==> src/design/i2cbb_pkg.sv <==
package i2cbb_pkg;

	// Bus command codes
	localparam logic [2:0] CMD_IDLE    = 3'd0;
	localparam logic [2:0] CMD_START   = 3'd1;
	localparam logic [2:0] CMD_STOP    = 3'd2;
	localparam logic [2:0] CMD_RESTART = 3'd3;
	localparam logic [2:0] CMD_ACK     = 3'd4;
	localparam logic [2:0] CMD_NACK    = 3'd5;
	localparam logic [2:0] CMD_ACKCLK  = 3'd6;
	localparam logic [2:0] CMD_WAKEUP  = 3'd7;

	// Hold markers
	localparam logic [1:0] HOLD_NONE  = 2'd0;
	localparam logic [1:0] HOLD_SHORT = 2'd1;
	localparam logic [1:0] HOLD_LONG  = 2'd2;

	// Configuration register indexes
	localparam logic CFG_SHORT_HOLD = 1'b0;
	localparam logic CFG_LONG_HOLD  = 1'b1;

	localparam int BYTE_W = 8;

	// Fixed pin-step runs shared by the commands and the wakeup write
	typedef enum logic [2:0] {
		SEQ_START,
		SEQ_STOP,
		SEQ_ACK,
		SEQ_NACK,
		SEQ_ACKCLK,
		SEQ_ACKSLOT
	} seq_t;

	typedef struct packed {
		logic             wake;
		seq_t             seq;
		logic [BYTE_W-1:0] data_byte;
	} q_item_t;

	typedef struct packed {
		logic on_scl;
		logic level;
	} step_op_t;

	// Two bits per step, step 0 in the low bits: {on_scl, level}
	localparam logic [7:0] TBL_START   = 8'b10_00_11_01;
	localparam logic [7:0] TBL_STOP    = 8'b01_11_00_10;
	localparam logic [7:0] TBL_ACK     = 8'b01_10_11_00;
	localparam logic [7:0] TBL_NACK    = 8'b00_00_11_01;
	localparam logic [7:0] TBL_ACKCLK  = 8'b00_00_10_11;
	localparam logic [7:0] TBL_ACKSLOT = 8'b00_10_11_01;

	function automatic step_op_t seq_op(input seq_t s, input logic [1:0] k);
		logic [7:0] t;
		case (s)
			SEQ_START:   t = TBL_START;
			SEQ_STOP:    t = TBL_STOP;
			SEQ_ACK:     t = TBL_ACK;
			SEQ_NACK:    t = TBL_NACK;
			SEQ_ACKCLK:  t = TBL_ACKCLK;
			SEQ_ACKSLOT: t = TBL_ACKSLOT;
			default:     t = TBL_START;
		endcase
		return step_op_t'(t[{k, 1'b0} +: 2]);
	endfunction

	function automatic logic [1:0] seq_last_k(input seq_t s);
		logic [1:0] k;
		case (s)
			SEQ_NACK:   k = 2'd1;
			SEQ_ACKCLK: k = 2'd1;
			default:    k = 2'd3;
		endcase
		return k;
	endfunction

endpackage

==> src/design/i2cbb_front.sv <==
module i2cbb_front import i2cbb_pkg::*; (
	input  logic              in_valid,
	output logic              in_ready,
	input  logic [2:0]        command,
	input  logic [BYTE_W-1:0] byte_value,
	input  logic              q_full,
	output logic              push,
	output q_item_t           item
);

	logic is_idle;

	always_comb begin
		item.wake      = 1'b0;
		item.seq       = SEQ_START;
		item.data_byte = byte_value;
		is_idle        = 1'b0;
		case (command)
			CMD_IDLE:    is_idle = 1'b1;
			CMD_START:   item.seq = SEQ_START;
			CMD_RESTART: item.seq = SEQ_START;
			CMD_STOP:    item.seq = SEQ_STOP;
			CMD_ACK:     item.seq = SEQ_ACK;
			CMD_NACK:    item.seq = SEQ_NACK;
			CMD_ACKCLK:  item.seq = SEQ_ACKCLK;
			CMD_WAKEUP:  item.wake = 1'b1;
			default:     is_idle = 1'b1;
		endcase
	end

	assign in_ready = !q_full;
	// drop idle requests: they emit nothing
	assign push = in_valid && in_ready && !is_idle;

endmodule

==> src/design/i2cbb_queue.sv <==
module i2cbb_queue import i2cbb_pkg::*; #(
	parameter int DEPTH = 2
) (
	input  logic    clk,
	input  logic    arst_n,
	input  logic    push,
	input  q_item_t wr_item,
	output logic    full,
	input  logic    pop,
	output logic    rd_valid,
	output q_item_t rd_item
);

	localparam int PW = (DEPTH > 1) ? $clog2(DEPTH) : 1;
	localparam int CW = $clog2(DEPTH + 1);

	q_item_t         mem_q [DEPTH];
	logic [PW-1:0]   wr_ptr_q;
	logic [PW-1:0]   rd_ptr_q;
	logic [CW-1:0]   cnt_q;
	logic            do_push;
	logic            do_pop;

	assign full     = (cnt_q == CW'(DEPTH));
	assign rd_valid = (cnt_q != '0);
	assign rd_item  = mem_q[rd_ptr_q];
	assign do_push  = push && !full;
	assign do_pop   = pop && rd_valid;

	always_ff @(posedge clk) begin
		if (do_push) begin
			mem_q[wr_ptr_q] <= wr_item;
		end
	end

	always_ff @(posedge clk or negedge arst_n) begin
		if (!arst_n) begin
			wr_ptr_q <= '0;
			rd_ptr_q <= '0;
			cnt_q    <= '0;
		end else begin
			if (do_push) begin
				wr_ptr_q <= (wr_ptr_q == PW'(DEPTH - 1)) ? '0 : wr_ptr_q + PW'(1);
			end
			if (do_pop) begin
				rd_ptr_q <= (rd_ptr_q == PW'(DEPTH - 1)) ? '0 : rd_ptr_q + PW'(1);
			end
			if (do_push && !do_pop) begin
				cnt_q <= cnt_q + CW'(1);
			end else if (do_pop && !do_push) begin
				cnt_q <= cnt_q - CW'(1);
			end
		end
	end

	a_no_overflow: assert property (@(posedge clk) disable iff (!arst_n)
		!(push && full))
		else $error("request pushed into a full queue");

	a_no_underflow: assert property (@(posedge clk) disable iff (!arst_n)
		pop |-> rd_valid)
		else $error("pop from an empty queue");

endmodule

==> src/design/i2cbb_back.sv <==
module i2cbb_back import i2cbb_pkg::*; (
	input  logic       clk,
	input  logic       arst_n,
	input  logic       q_valid,
	input  q_item_t    q_item,
	output logic       q_pop,
	output logic       out_valid,
	input  logic       out_ready,
	output logic       scl,
	output logic       sda,
	output logic [1:0] hold,
	output logic       last
);

	typedef enum logic [2:0] {
		SEG_INIT,
		SEG_SEQ,
		SEG_SCL0,
		SEG_BITS,
		SEG_LONG
	} seg_t;

	typedef enum logic [1:0] {
		PH_DATA,
		PH_RISE,
		PH_FALL
	} phase_t;

	logic              busy_q;
	seg_t              seg_q;
	seq_t              seq_q;
	logic              wake_q;
	logic [1:0]        k_q;
	phase_t            ph_q;
	logic [2:0]        bit_q;
	logic [BYTE_W-1:0] byte_q;
	logic              scl_q;
	logic              sda_q;
	logic [1:0]        hold_q;
	logic              last_q;
	logic              vld_q;

	seg_t              n_seg;
	seq_t              n_seq;
	logic [1:0]        n_k;
	phase_t            n_ph;
	logic [2:0]        n_bit;
	logic [BYTE_W-1:0] n_byte;
	logic              n_scl;
	logic              n_sda;
	logic [1:0]        n_hold;
	logic              fin;
	logic              adv;
	step_op_t          op;

	always_comb begin
		n_seg  = seg_q;
		n_seq  = seq_q;
		n_k    = k_q;
		n_ph   = ph_q;
		n_bit  = bit_q;
		n_byte = byte_q;
		n_scl  = scl_q;
		n_sda  = sda_q;
		n_hold = HOLD_SHORT;
		fin    = 1'b0;
		op     = seq_op(seq_q, k_q);
		case (seg_q)
			SEG_INIT: begin
				n_scl  = 1'b1;
				n_sda  = 1'b1;
				n_hold = HOLD_NONE;
				n_seg  = SEG_SEQ;
				n_seq  = SEQ_START;
				n_k    = '0;
			end
			SEG_SEQ: begin
				if (op.on_scl) begin
					n_scl = op.level;
				end else begin
					n_sda = op.level;
				end
				if (k_q == seq_last_k(seq_q)) begin
					n_k = '0;
					// chain the wakeup segments, otherwise the run ends here
					if (wake_q && seq_q == SEQ_START) begin
						n_seg = SEG_SCL0;
					end else if (seq_q == SEQ_ACKSLOT) begin
						n_seg = SEG_LONG;
					end else begin
						fin = 1'b1;
					end
				end else begin
					n_k = k_q + 2'd1;
				end
			end
			SEG_SCL0: begin
				n_scl = 1'b0;
				n_seg = SEG_BITS;
				n_ph  = PH_DATA;
				n_bit = '0;
			end
			SEG_BITS: begin
				case (ph_q)
					PH_DATA: begin
						n_sda = byte_q[BYTE_W-1];
						n_ph  = PH_RISE;
					end
					PH_RISE: begin
						n_scl = 1'b1;
						n_ph  = PH_FALL;
					end
					default: begin
						n_scl  = 1'b0;
						n_ph   = PH_DATA;
						n_byte = {byte_q[BYTE_W-2:0], 1'b0};
						n_bit  = bit_q + 3'd1;
						if (bit_q == 3'(BYTE_W - 1)) begin
							n_seg = SEG_SEQ;
							n_seq = SEQ_ACKSLOT;
							n_k   = '0;
						end
					end
				endcase
			end
			SEG_LONG: begin
				n_hold = HOLD_LONG;
				n_seg  = SEG_SEQ;
				n_seq  = SEQ_STOP;
				n_k    = '0;
			end
			default: begin
				n_seg = SEG_INIT;
			end
		endcase
	end

	assign adv   = !vld_q || out_ready;
	assign q_pop = q_valid && adv && (!busy_q || fin);

	always_ff @(posedge clk or negedge arst_n) begin
		if (!arst_n) begin
			busy_q <= 1'b0;
			vld_q  <= 1'b0;
			seg_q  <= SEG_INIT;
			seq_q  <= SEQ_START;
			wake_q <= 1'b0;
			k_q    <= '0;
			ph_q   <= PH_DATA;
			bit_q  <= '0;
			byte_q <= '0;
			scl_q  <= 1'b1;
			sda_q  <= 1'b1;
			hold_q <= HOLD_NONE;
			last_q <= 1'b0;
		end else if (adv) begin
			vld_q <= busy_q;
			if (busy_q) begin
				scl_q  <= n_scl;
				sda_q  <= n_sda;
				hold_q <= n_hold;
				last_q <= fin;
				seg_q  <= n_seg;
				seq_q  <= n_seq;
				k_q    <= n_k;
				ph_q   <= n_ph;
				bit_q  <= n_bit;
				byte_q <= n_byte;
			end
			// load the next request right behind the last step of this one
			if (q_pop) begin
				busy_q <= 1'b1;
				wake_q <= q_item.wake;
				seq_q  <= q_item.seq;
				byte_q <= q_item.data_byte;
				k_q    <= '0;
				seg_q  <= q_item.wake ? SEG_INIT : SEG_SEQ;
			end else if (fin) begin
				busy_q <= 1'b0;
			end
		end
	end

	assign out_valid = vld_q;
	assign scl       = scl_q;
	assign sda       = sda_q;
	assign hold      = hold_q;
	assign last      = last_q;

	a_init_high: assert property (@(posedge clk) disable iff (!arst_n)
		vld_q && hold_q == HOLD_NONE |-> scl_q && sda_q)
		else $error("line init step without both lines high");

	a_long_after_ack: assert property (@(posedge clk) disable iff (!arst_n)
		vld_q && hold_q == HOLD_LONG |-> !scl_q && !sda_q)
		else $error("long hold with a line released");

	a_done_on_last: assert property (@(posedge clk) disable iff (!arst_n)
		$fell(busy_q) |-> vld_q && last_q)
		else $error("sequencer went idle without a final step");

endmodule

==> src/design/i2c_bitbang_condition_generator.sv <==
// Entry: with the sequencer idle, a request passes the queue, the sequencer load and the
// output register before its first pin step shows; later requests follow their
// predecessor's last step with no gap. Throughput: one pin step per cycle from the
// step sequencer unless out_ready stalls; bus conditions have 2 or 4 steps, wakeup 39.
// Reset: both lines return high, the queue and output register empty, holds back to 2.
module i2c_bitbang_condition_generator import i2cbb_pkg::*; #(
	parameter int QUEUE_DEPTH = 2
) (
	input  logic              clk,
	input  logic              arst_n,
	input  logic              cfg_we,
	input  logic              cfg_index,
	input  logic [7:0]        cfg_data,
	input  logic              in_valid,
	output logic              in_ready,
	input  logic [2:0]        command,
	input  logic [BYTE_W-1:0] byte_value,
	output logic              out_valid,
	input  logic              out_ready,
	output logic              scl,
	output logic              sda,
	output logic [1:0]        hold,
	output logic              last
);

	logic       short_hold_q;
	logic [7:0] short_hold_val_q;
	logic [7:0] long_hold_ms_q;
	logic       q_full;
	logic       push;
	q_item_t    wr_item;
	logic       pop;
	logic       rd_valid;
	q_item_t    rd_item;

	// hold lengths are kept for the pin driver; they do not change the step run
	always_ff @(posedge clk or negedge arst_n) begin
		if (!arst_n) begin
			short_hold_val_q <= 8'd2;
			long_hold_ms_q   <= 8'd2;
			short_hold_q     <= 1'b0;
		end else if (cfg_we) begin
			case (cfg_index)
				CFG_SHORT_HOLD: begin
					short_hold_val_q <= cfg_data;
					short_hold_q     <= 1'b1;
				end
				CFG_LONG_HOLD:  long_hold_ms_q <= cfg_data;
				default:        short_hold_q   <= short_hold_q;
			endcase
		end
	end

	i2cbb_front u_front (
		.in_valid   (in_valid),
		.in_ready   (in_ready),
		.command    (command),
		.byte_value (byte_value),
		.q_full     (q_full),
		.push       (push),
		.item       (wr_item)
	);

	i2cbb_queue #(
		.DEPTH (QUEUE_DEPTH)
	) u_queue (
		.clk      (clk),
		.arst_n   (arst_n),
		.push     (push),
		.wr_item  (wr_item),
		.full     (q_full),
		.pop      (pop),
		.rd_valid (rd_valid),
		.rd_item  (rd_item)
	);

	i2cbb_back u_back (
		.clk       (clk),
		.arst_n    (arst_n),
		.q_valid   (rd_valid),
		.q_item    (rd_item),
		.q_pop     (pop),
		.out_valid (out_valid),
		.out_ready (out_ready),
		.scl       (scl),
		.sda       (sda),
		.hold      (hold),
		.last      (last)
	);

	a_short_cfg_stable: assert property (@(posedge clk) disable iff (!arst_n)
		!(cfg_we && cfg_index == CFG_SHORT_HOLD) |=> $stable(short_hold_val_q))
		else $error("short hold changed without a write");

	a_long_cfg_stable: assert property (@(posedge clk) disable iff (!arst_n)
		!(cfg_we && cfg_index == CFG_LONG_HOLD) |=> $stable(long_hold_ms_q))
		else $error("long hold changed without a write");

	a_short_written: assert property (@(posedge clk) disable iff (!arst_n)
		$rose(short_hold_q) |-> $past(cfg_we) && $past(cfg_index) == CFG_SHORT_HOLD)
		else $error("short hold marked written without a write");

endmodule
==> config.mk <==
export PLATFORM = sky130hd
export DESIGN_NAME = i2c_bitbang_condition_generator
export DESIGN_NICKNAME = d
export VERILOG_FILES = /design/src/design/i2cbb_pkg.sv /design/src/design/i2cbb_front.sv /design/src/design/i2cbb_queue.sv /design/src/design/i2cbb_back.sv /design/src/design/i2c_bitbang_condition_generator.sv
export SDC_FILE = /design/constraint.sdc
export NUM_CORES = 1
export LEC_CHECK = 0
export ABC_AREA = 1
export BUFFER_PORTS_ARGS = -buffer_cell sky130_fd_sc_hd__buf_4
export CAP_MARGIN = 10
export CORE_MARGIN = 5
export CORE_UTILIZATION = 28
export CTS_CLUSTER_SIZE = 16
export DETAILED_ROUTE_END_ITERATION = 8
export GPL_ROUTABILITY_DRIVEN = 0
export PLACE_DENSITY = 0.52
export SYNTH_ARGS = -nofsm -noshare
export SYNTH_HDL_FRONTEND = slang
export SYNTH_SLANG_ARGS = --single-unit
export TNS_END_PERCENT = 20
==> constraint.sdc <==
create_clock -name clk -period 3.03 [get_ports clk]
set_clock_uncertainty 0.15 [all_clocks]
set_input_delay 0.606 -clock clk [delete_from_list [all_inputs] [get_ports clk]]
set_output_delay 0.606 -clock clk [all_outputs]
set_load 0.01 [all_outputs]
# Word-level counts from Yosys, hierarchy flattened
# Memories as Yosys holds them, arrays and structs flattened.
# Cells that the tools add are included.
# op_classes
n_addsub,6
mul,0
div_mod_pow,0
n_lt_le_gt_ge,0
n_eq_ne,28
shifts,1
muxes,53
n_bitwise,0
n_reduce_logical,45
# ops
cell,n
$pmux W8 S5,1
$mux W3,12
$mux W8,4
$eq A3 B3 Y1 const B,8
$pmux W3 S4,2
$reduce_and A5 Y1,4
$mux W2,9
$mux W1,16
$eq A3 B2 Y1 const B,5
$pmux W2 S2,3
$reduce_bool A2 Y1,6
$reduce_bool A4 Y1,3
$logic_and A1 B1 Y1,9
$logic_not A3 Y1,3
$pmux W3 S3,1
$reduce_and A4 Y1,2
$shiftx A8 B4 Y2,1
$eq A3 B1 Y1 const B,2
$logic_not A1 Y1,6
$ne A2 B1 Y1 const B,3
$ne A2 B2 Y1 const B,3
$ne A3 B2 Y1 const B,2
$pmux W2 S3,1
$pmux W3 S2,1
other kinds (19),26
# word_totals
regBits,33
latchBits,0
ramBits,24
rom_bits,0
inputBits,25
word_cells,150
n_memories,1
# memory_table
name,words,word_bits,read_ports,rd_clocked_by_memory_dff,wr,line,rtl
u_queue.mem_q,2,12,1,0,1,i2cbb_queue.sv:17,q_item_t mem_q [DEPTH];

# Longest topological paths before layout
# Gate-level depths: netlist (run 1).
# logic_depth
ltp_word,13
mapped_depth,13
depth_no_buf,12

# By module
# A second synthesis (run 1) with hierarchy kept.
# unflattened
cells_unflattened,369
area_unflattened_um2,3031.7
# modules_own_cells
module,n_inst,cells_each,area_each_um2,seq_area_each_um2
i2cbb_back,1,254,1789.2,728.2
i2cbb_queue,1,94,1117.3,820.8
i2cbb_front,1,21,125.1,0.0

# Least setup slack after synthesis (run 1)
# OpenSTA, ideal clock, no wires.
# synth_timing
path_kind,register -> register
startpoint,register u_back.seq_q[1]
endpoint,register u_queue.cnt_q[1]
setup_ns,0.131
arrival_ns,1.973
required_time_ns,2.749
slack_ns,0.776
stages_incl_launch_ff,14
n_path_buf,1
cell_sequence,dfrtp_1 > nor2_2 > nand2_1 > nand3_1 > nand2_1 > nor2_1 > nand2_2 > nand2_4 > nand2_4 > buf_2 > ha_1 > a21oi_1 > o21ai_0 > xor2_1
# synth_via
elab_chain_len,13
# synth_rtl
item,line,rtl
start: declaration,i2cbb_back.sv:31,seq_t seq_q;
start signal: assignment,i2cbb_back.sv:164,seq_q <= n_seq;
start signal: assignment,i2cbb_back.sv:174,seq_q <= q_item.seq;
$eq A3 B2 Y1 / $eq A3 B3 Y1 (equally long branches),i2cbb_pkg.sv:69,case (s)
$reduce_or A2 Y1 (no source line),--,
$mux W2,i2cbb_pkg.sv:69,
$mux W2,i2cbb_back.sv:68,case (seg_q)
$eq A2 B2 Y1,i2cbb_back.sv:83,if (k_q == seq_last_k(seq_q)) begin
$mux W1 (*),i2cbb_back.sv:83,
$mux W1 (*),i2cbb_back.sv:68,
$logic_or A1 B1 Y1 (*),i2cbb_back.sv:139,assign q_pop = q_valid && adv && (!busy_q || fin);
$logic_and A1 B1 Y1 (*),i2cbb_back.sv:139,
$logic_and A1 B1 Y1 (*),i2cbb_queue.sv:28,assign do_pop = pop && rd_valid;
$logic_not A1 Y1,i2cbb_queue.sv:48,if (do_push && !do_pop) begin
$logic_and A1 B1 Y1,i2cbb_queue.sv:48,
$mux W2 / $reduce_bool A2 Y1 (equally long branches),--,
end signal: assignment,i2cbb_queue.sv:49,cnt_q <= cnt_q + CW'(1);
end signal: assignment,i2cbb_queue.sv:51,cnt_q <= cnt_q - CW'(1);
end: declaration,i2cbb_queue.sv:20,logic [CW-1:0] cnt_q;
# Mark *: on every way between the ends. The rest lies on a longest branch, timed or not. The select of a mux whose other input is x is not followed.
# A chain may end at the register's enable or synchronous reset.

# Final worst setup path (run 1)
# Same ends and word-level chain as after synthesis.

==> impl_metrics.toml, run 1 <==
[worst_setup_path]
worst-path-stages = 12
endpoint_kind = "flop"
crit_type = "flop to flop"
crit_required_ns = 3.10
slowest_delay_ns = 0.45
r2r_start = "u_back.seq_q[1]$_DFFE_PN0P_"
path_buf_inv = 0
reg2reg_depth = 12
crit_arrival_ns = 2.34
crit_family = "simple AND/OR/NAND/NOR gates"
r2r_slack_ns = 0.76
cp_cell_sequence = "nor2_2 > nand2_1 > nand3_1 > nand2_1 > nor2_1 > nand2_2 > nand2_4 > nand2_4 > ha_1 > a21oi_1 > o21ai_0 > xor2_1"
startpoint_type = "flop"
cp_slowest_cell = "dfrtp_1"
rr_endpoint = "u_queue.cnt_q[1]$_DFFE_PN0P_"
crit_fanout = 6

[synth]
synth_edf_count = 24
synth.area.top_cells = "dfrtp_1 (28%), edfxtp_1 (26%), nand2_1 (11%)"
syn_nets = 345
netlist_area_um2 = 2810
synth-seq-cells = 57
synth_top_area_share_pct = 27.6
synth_area_per_cell_um2 = 8.86
yosysUniqueCellTypes = 30
synthArstFlopShare_pct = 57.9
synthCells = 317
ys_warn_count = 0
synth_top_area_cell = "dfrtp_1"
synth_ff_type = "dfrtp_1"
yosysSeqAreaShare_pct = 55.1

[clock_network]
htree_levels = 3
cts-root-buf = "clkbuf_8"
clk_latency_ns = 0.34
holdBufCountCts = 0
cts.sinks = 57
cts_tree = "done"
cts_resized = 0
cts_buffers = 9
postCtsSetupBuffers = 0
clockBufferDepth = 2
clk_pin_slew_ns = 0.07

[sta]
drv_slew = 0
worst_slew_pin_slew_ns = 0.482
setup_tns_ns = 0
fin_hold_ws_ns = 0.0518
fin_crit_ns = 2.27
fmax_mhz = 440
rsz0062_at_grt = "no"
worst_slew_margin_rel_pct = 67.9
period_share_pct = 74.9
hold_viol_final = 0
setup_slack_ns = 0.760
finalSetupViolations = 0

[final_layout]
drive_above_1_share_pct = 17.6
fillers = 1025
regArea_um2 = 1550
multi_input_area_um2 = 1080
stdcell_count = 485
fin_nets = 375
diodes = 0
synthToLayoutAreaGrowth_pct = 19.3
final_util_pct = 34.3

[routing]
routed_wl_um = 5610
drt-initial-drc-count = 93
post-route-drc-count = 0
drt.antenna.violating_nets = 0
vias = 2117
detailedRoute.firstPassIterationCount = 4
wl_per_cell_um = 11.6
vias_per_cell = 4.36

[placement]
portBuffers = 21
hpwl_um = 4020
place_inst = 469
place_ws_ns = 0.714

[global_route]
overflow = 0
grt_max_degree = 34
grt_usage_pct = 10.7
grt_pass1_vias = 2152
grt_antenna_before_repair = 0
grt_first_pass_wirelength_um = 9930

[pwr]
vdd_drop_max_mv = 0.367
powerDensity_nw_per_um2 = 915
p_leak_uw = 0.00153

[outcome]
status = "finished clean"

[floorplan]
start_util_pct = 28.8
io_pins = 32
dieHeight_um = 110
core_area_um2 = 9770
die_w_um = 110
rows = 36
die_area_um2 = 12100

[hold_path]
hold_class = "input pin to asynchronous set/reset pin"

[job]
drv_cap = 0
cells by family after synthesis:
group | after synthesis | synth area share (%)
compound gates | 49 | 9.93
xor+xnor | 3 | 0.935
fa+ha+maj | 3 | 1.34
buf+inv | 44 | 6.50
flops | 57 | 55.1
mux | 2 | 0.712
simple gates | 159 | 25.5
cells in the mapped netlist, drive strengths merged, types with 3 or more instances:
library cell  count
nand2            88
buf               4
dfrtp            31
nor3              8
o211ai            3
nand3            34
a21oi            16
inv              38
ha                3
o21ai            26
edfxtp           24
nor2             28
report_power, final:
group          internal, uW  switching (uW)
sequential             1070             183
clock                   488             326
combinational           375             630
total                  1930            1140
per-stage QoR:
| stage | power [uW] | area (um^2) |
|---|---|---|
| 2_1_floorplan | 1980 | 2810 |
| 3_3_place_gp | 2250 | 3120 |
| 3_5_place_dp | 2280 | 3120 |
| 4_1_cts | 3110 | 3350 |
| 5_1_grt | 3330 | 3350 |
| 6_report | 3070 | 3350 |
state kept, by name (all words and copies together), names as in the netlist:
signal,count
u_back.out_valid,1
u_back.sda,1
u_queue.mem_q,24
u_back.last,1
u_queue.cnt_q,2
u_queue.wr_ptr_q,1
u_back.seg_q,3
u_back.hold,2
u_back.seq_q,3
u_back.busy_q,1
u_back.byte_q,8
u_back.wake_q,1
u_back.scl,1
u_back.k_q,2
u_back.bit_q,3
u_back.ph_q,2
u_queue.rd_ptr_q,1
how the worst max path moves through the flow:
stage | to | slack [ns] | start
floorplan | u_queue.cnt_q[1]$_DFFE_PN0P_ | 0.78 | u_back.seq_q[1]$_DFFE_PN0P_
global placement | u_back.byte_q[6]$_DFFE_PN0P_ | 0.71 | out_ready
detailed placement | u_back.byte_q[6]$_DFFE_PN0P_ | 0.71 | out_ready
CTS | u_queue.cnt_q[1]$_DFFE_PN0P_ | 0.72 | u_back.seq_q[1]$_DFFE_PN0P_
global route | u_queue.cnt_q[1]$_DFFE_PN0P_ | 0.54 | u_back.seq_q[1]$_DFFE_PN0P_
finish | u_queue.cnt_q[1]$_DFFE_PN0P_ | 0.76 | u_back.seq_q[1]$_DFFE_PN0P_
metal layers:
metal / vias up / track usage (%) / wire [um]
li1: 1109 / - / -
met1: 970 / 13.1 / 2710
met2: 29 / 17.0 / 2580
met3: 9 / 4.25 / 235
met4: 0 / 3.69 / 90
met5: - / 0 / 0
cell usage in the layout, fill, tap and decap left out, types with 4 or more instances in the layout:
cell      synthesis  layout
nand3_1          32      32
a21oi_2           4       4
nor3_1            7       7
nand2_1          82      82
o21ai_0          20      20
edfxtp_1         24      24
a21oi_1          12      12
o21ai_1           6       6
nand2_4           4       4
inv_1            35      35
dfrtp_1          31      31
nor2_1           25      25
clkbuf_8          0      10
buf_4             0      25
layout make-up:
type	count	share of cell area (%)
multi-input cells	216	32.2
clock inverters	6	2.69
flip-flops and latches	57	46.2
inverters	38	4.26
repair buffers	25	5.60
well taps	133	4.96
clock buffers	10	4.11
Note: power is estimated with default switching activity, not from simulation.
==> inputs of run 2 (changes only) <==
==> constraint.sdc (replaced) <==
create_clock -name clk -period 2.29 [get_ports clk]
set_clock_uncertainty 0.15 [all_clocks]
set_input_delay 0.458 -clock clk [delete_from_list [all_inputs] [get_ports clk]]
set_output_delay 0.458 -clock clk [all_outputs]
set_load 0.01 [all_outputs]
==> run 2 against run 1 <==
Against the previous run: setup slack worse by 0.60 ns; sequential power up 27%; final cell count up 2.5%; via count up 3.2%; flip-flop and latch count unchanged; global-route usage down 0.18 points; critical path depth unchanged; worst hold slack better by 0.10 ns; clock power up 14%; final area up 1.9%; highest routed layer unchanged.
==> impl_metrics.toml, run 2 (synthesis gave the netlist of run 1 again) <==
[outcome]
status = "finished clean"

[final_layout]
largest_reg_flops = 24
top_register = "u_queue.mem_q"
fillers = 1024
multi_input_area_um2 = 1080
final_cell_mix = "nand2_1 (82), buf_4 (36), inv_1 (35), nand3_1 (32), dfrtp_1 (28)"
regArea_um2 = 1550
drive_above_1_share_pct = 21.2
diodes = 0
final_common_cell = "nand2_1"
reg_top3 = "u_queue.mem_q (24), u_back.byte_q (8)"
fin_nets = 387
synthToLayoutAreaGrowth_pct = 21.6

[global_route]
grt_first_pass_wirelength_um = 9780
grt_max_degree = 34
overflow = 0
grt_antenna_before_repair = 0
grt_usage_pct = 10.5
grt_pass1_vias = 2095

[sta]
finalSetupViolations = 0
fin_hold_ws_ns = 0.155
period_share_pct = 93.1
rsz0062_at_grt = "no"
fmax_mhz = 469
worst_slew_pin_slew_ns = 0.529
setup_tns_ns = 0
fin_crit_ns = 2.13
drv_slew = 0
worst_slew_margin_rel_pct = 64.7
hold_viol_final = 0

[pwr]
p_leak_uw = 0.00156
vdd_drop_max_mv = 0.405
power.total_uw = 4010
powerDensity_nw_per_um2 = 1170

[floorplan]
die_area_um2 = 12100
die_w_um = 110
core_area_um2 = 9770
io_pins = 32
rows = 36
start_util_pct = 28.8
dieHeight_um = 110

[routing]
detailedRoute.firstPassIterationCount = 4
routed_wl_um = 5670
vias = 2184
drt.antenna.violating_nets = 0
post-route-drc-count = 0
drt-initial-drc-count = 82
vias_per_cell = 4.39
wl_per_cell_um = 11.4

[worst_setup_path]
cp_slowest_cell = "dfrtp_2"
crit_required_ns = 2.36
crit_type = "flop to flop"
crit_fanout = 7
endpoint_kind = "flop"
cp_cell_sequence = "nor2_2 > buf_4 > nand3_1 > nand2_2 > a21oi_2 > nand2_2 > nand2_4 > nand2_4 > ha_1 > a21oi_1 > o21ai_0 > xor2_1"
slowest_delay_ns = 0.43
crit_arrival_ns = 2.20
startpoint_type = "flop"

[placement]
hpwl_um = 4010
portBuffers = 21

[clock_network]
cts_tree = "done"
clockBufferDepth = 2
clk_latency_ns = 0.33
cts.sinks = 57
clk_pin_slew_ns = 0.07
cts-root-buf = "clkbuf_8"
cts_buffers = 9
htree_levels = 3

[job]
drv_cap = 0

[hold_path]
hold_class = "input pin to flop"
run 2: cell types whose count changed in the layout (fill, tap and decap cells not counted):
cell / change
buf_4: +11
dfrtp_1: -3
dfrtp_2: +3
clkinv_2: +2
bufinv_16: -1
clkbuf_8: -1
dlygate4sd3_1: +1
nor2_1: -1
nor2_2: +1
run 2: per-layer routing:
layer	vias up	global-route usage, %	wire [um]
li1	1129	-	-
met1	1015	13.9	2850
met2	29	15.4	2520
met3	11	2.62	176
met4	0	6.24	123
met5	-	0	0
run 2: power by group:
part / leakage, uW / switching [uW] / internal, uW
Sequential: 0.000624 / 177 / 1420
Clock: 0.0000994 / 428 / 501
Combinational: 0.000840 / 913 / 577
run 2: worst max-delay path: cells and delay by family, from the launching register on:
family | cells | cell delay (ns)
buffers and inverters | 1 | 0.13
flip-flops | 1 | 0.43
AND/OR/NAND/NOR | 6 | 0.45
adder cells (fa/ha/maj) | 1 | 0.33
XOR/XNOR | 1 | 0.15
AO/OA/AOI/OAI | 3 | 0.37
run 2: path summary, 6_finish.rpt:
kind                                             start  slack (ns)  cells after the start                            end
max                        u_back.seq_q[0]$_DFFE_PN0P_        0.16                     12   u_queue.cnt_q[1]$_DFFE_PN0P_
min                                      byte_value[0]        0.15                      1  u_queue.mem_q[0][0]$_DFFE_PP_
max reg2reg                u_back.seq_q[0]$_DFFE_PN0P_        0.16                     12   u_queue.cnt_q[1]$_DFFE_PN0P_
min reg2reg                 u_back.hold[0]$_DFFE_PN0P_        0.34                      2     u_back.hold[0]$_DFFE_PN0P_
max in group asynchronous                       arst_n        1.17                      2         u_back.scl$_DFFE_PN1P_
min in group asynchronous                       arst_n        0.48                      2   u_queue.cnt_q[1]$_DFFE_PN0P_
run 2: through the flow:
step	cells	instance area (um^2)	utilization, %	worst slack [ns]
2_1_floorplan	317	2810	-	0.0362
3_3_place_gp	478	3190	32.7	0.121
3_5_place_dp	478	3190	32.7	0.115
4_1_cts	495	3400	34.7	0.0929
5_1_grt	497	3420	35.0	0.0177
6_report	497	3420	35.0	0.158
run 2: area by class of cell:
cell class	count	area share (%)
Clock buffer	9	3.63
Clock inverter	7	2.05
Inverter	38	4.17
Multi-Input combinational cell	216	31.6
Sequential cell	57	45.4
Tap cell	133	4.87
Timing Repair Buffer	37	8.20
run 2: what timing repair did:
action                                  4_1_cts  5_1_grt
hold endpoints to repair                     31        0
resized for setup                             0        4
buffers inserted                              0        2
endpoints found under the setup margin        0        1
hold buffers                                  1        0
==> inputs of run 3 (changes only) <==
--- a/config.mk
+++ b/config.mk
@@ -9,11 +9,11 @@
 export BUFFER_PORTS_ARGS = -buffer_cell sky130_fd_sc_hd__buf_4
 export CAP_MARGIN = 10
 export CORE_MARGIN = 5
-export CORE_UTILIZATION = 28
+export CORE_UTILIZATION = 40
 export CTS_CLUSTER_SIZE = 16
 export DETAILED_ROUTE_END_ITERATION = 8
 export GPL_ROUTABILITY_DRIVEN = 0
-export PLACE_DENSITY = 0.52
+export PLACE_DENSITY = 0.66
 export SYNTH_ARGS = -nofsm -noshare
 export SYNTH_HDL_FRONTEND = slang
 export SYNTH_SLANG_ARGS = --single-unit
==> run 3 against run 2 <==
Against the previous run: clock power rose by 13%; routed wire length shrank 7.5%; sequential power rose by 3%; register-to-register slack improved by 0.03 ns; count of clock-buffer cells in the layout unchanged; flip-flop and latch count is the same; worst hold slack got worse by 0.0030 ns; final area is 0.59% lower; combinational power fell by 5%; core utilization is 15 points higher; via count down 2.8%; non-clock buffer count shrank 3; critical path type unchanged; largest power group unchanged.
==> impl_metrics.toml, run 3 (synthesis gave the netlist of run 1 again) <==
[outcome]
status = "finished clean"

[final_layout]
final_cell_mix = "nand2_1 (82), inv_1 (35), buf_4 (33), nand3_1 (32), dfrtp_1 (29)"
fin_nets = 384
diodes = 0
multi_input_area_um2 = 1100
regArea_um2 = 1550
final_design_area_no_fill_um2 = 3400
largest_reg_flops = 24
top_register = "u_queue.mem_q"
synthToLayoutAreaGrowth_pct = 20.9
reg_top3 = "u_queue.mem_q (24), u_back.byte_q (8)"
stdcell_count = 457
final_common_cell = "nand2_1"
fillers = 678
drive_above_1_share_pct = 20.5

[placement]
portBuffers = 21
dpl_cell_area_um2 = 3120
place_inst = 438
place_ws_ns = 0.0631
hpwl_um = 3790

[pwr]
vdd_drop_max_mv = 0.613
p_leak_uw = 0.00157
powerDensity_nw_per_um2 = 1200

[routing]
drt-initial-drc-count = 88
drt.antenna.violating_nets = 0
detailedRoute.firstPassIterationCount = 4
vias_per_cell = 4.64
routed_wl_um = 5250
post-route-drc-count = 0
vias = 2122
wl_per_cell_um = 11.5

[worst_setup_path]
startpoint_type = "flop"
reg2reg_depth = 12
rr_endpoint = "u_queue.cnt_q[1]$_DFFE_PN0P_"
r2r_slack_ns = 0.19
crit_arrival_ns = 2.16
crit_fanout = 5
crit_type = "flop to flop"
crit_start = "u_back.seq_q[0]$_DFFE_PN0P_"
crit_required_ns = 2.35
r2r_start = "u_back.seq_q[0]$_DFFE_PN0P_"
endpoint_kind = "flop"

[global_route]
grt_pass1_vias = 2174
overflow = 0
use_met3_pct = 3.61
use_met2_pct = 22.9
top_usage_layer = "met2"
grtUsageMet1_pct = 16.1
grt_first_pass_wirelength_um = 9340
grt_max_degree = 34
grt_antenna_before_repair = 0
grt_usage_pct = 13.6

[floorplan]
rows = 30
core_area_um2 = 6830
dieHeight_um = 93.8
start_util_pct = 41.1
io_pins = 32
die_area_um2 = 8800
die_w_um = 93.8

[sta]
rsz0062_at_grt = "no"
setup_slack_ns = 0.189
fin_crit_ns = 2.10
period_share_pct = 91.8
worst_slew_pin_slew_ns = 0.518
worst_slew_margin_rel_pct = 65.2
finalSetupViolations = 0
setup_tns_ns = 0
hold_viol_final = 0
drv_slew = 0
fmax_mhz = 476

[hold_path]
hold_path_end = "u_queue.mem_q[0][6]$_DFFE_PP_"
min_path_cells = 1
holdCritStartpoint = "byte_value[6]"
hold_class = "input pin to flop"

[clock_network]
cts_tree = "done"
clockBufferDepth = 2
cts_buffers = 9
clk_latency_ns = 0.34
htree_levels = 3
cts-root-buf = "clkbuf_8"
cts.sinks = 57
clk_pin_slew_ns = 0.07

[job]
drv_cap = 0
[run 3: metal layers]
layer | wire length [um] | vias to the layer above
met5 | 0 | -
met4 | 113 | 0
met3 | 159 | 12
met2 | 2510 | 31
met1 | 2460 | 952
li1 | - | 1127
[run 3: stage by stage]
step / hold slack [ns] / utilization (%) / power, uW
2_1_floorplan: 0.0124 / - / 2610
3_3_place_gp: 0.281 / 45.7 / 3000
3_5_place_dp: 0.280 / 45.7 / 3030
4_1_cts: 0.135 / 49.2 / 4100
5_1_grt: 0.130 / 49.7 / 4440
6_report: 0.152 / 49.7 / 4090
[run 3: cell type report]
cell class / instances / share of cell area [%]
clock inverters: 7 / 3.02
well taps: 96 / 3.54
flip-flops and latches: 57 / 45.7
multi-input cells: 216 / 32.3
repair buffers: 34 / 7.59
clock buffers: 9 / 3.65
inverters: 38 / 4.20
[run 3: critical path, cell delays in order (launching register included)]
cell and delay [ns]:
dfrtp_2 0.45, nor2_4 0.14, nand2_1 0.08, nand3_1 0.07
nand2_1 0.08, nor2_2 0.12, nand2_2 0.10, nand2_4 0.09
nand2_4 0.06, ha_4 0.25, a21oi_1 0.10, o21ai_0 0.12
xor2_1 0.16
[run 3: how the worst max path moves through the flow]
stage / to / slack [ns] / cells after the start
after detailed placement: u_queue.cnt_q[1]$_DFFE_PN0P_ / 0.06 / 12
after CTS: u_queue.cnt_q[1]$_DFFE_PN0P_ / 0.04 / 12
final: u_queue.cnt_q[1]$_DFFE_PN0P_ / 0.19 / 12
after global placement: u_queue.cnt_q[1]$_DFFE_PN0P_ / 0.08 / 12
after floorplan: u_queue.cnt_q[1]$_DFFE_PN0P_ / 0.04 / 13
after global routing: u_queue.cnt_q[1]$_DFFE_PN0P_ / 0.02 / 12
[run 3: report_power, final]
part / leakage (uW) / switching, uW / internal [uW]
Clock: 0.000110 / 426 / 621
Combinational: 0.000830 / 857 / 560
Sequential: 0.000626 / 212 / 1410
[run 3: what timing repair did]
action,CTS,global route
hold buffers,1,0
hold endpoints to repair,31,0
gates resized for setup,0,5
setup endpoints to repair,0,6
buffers inserted,0,2
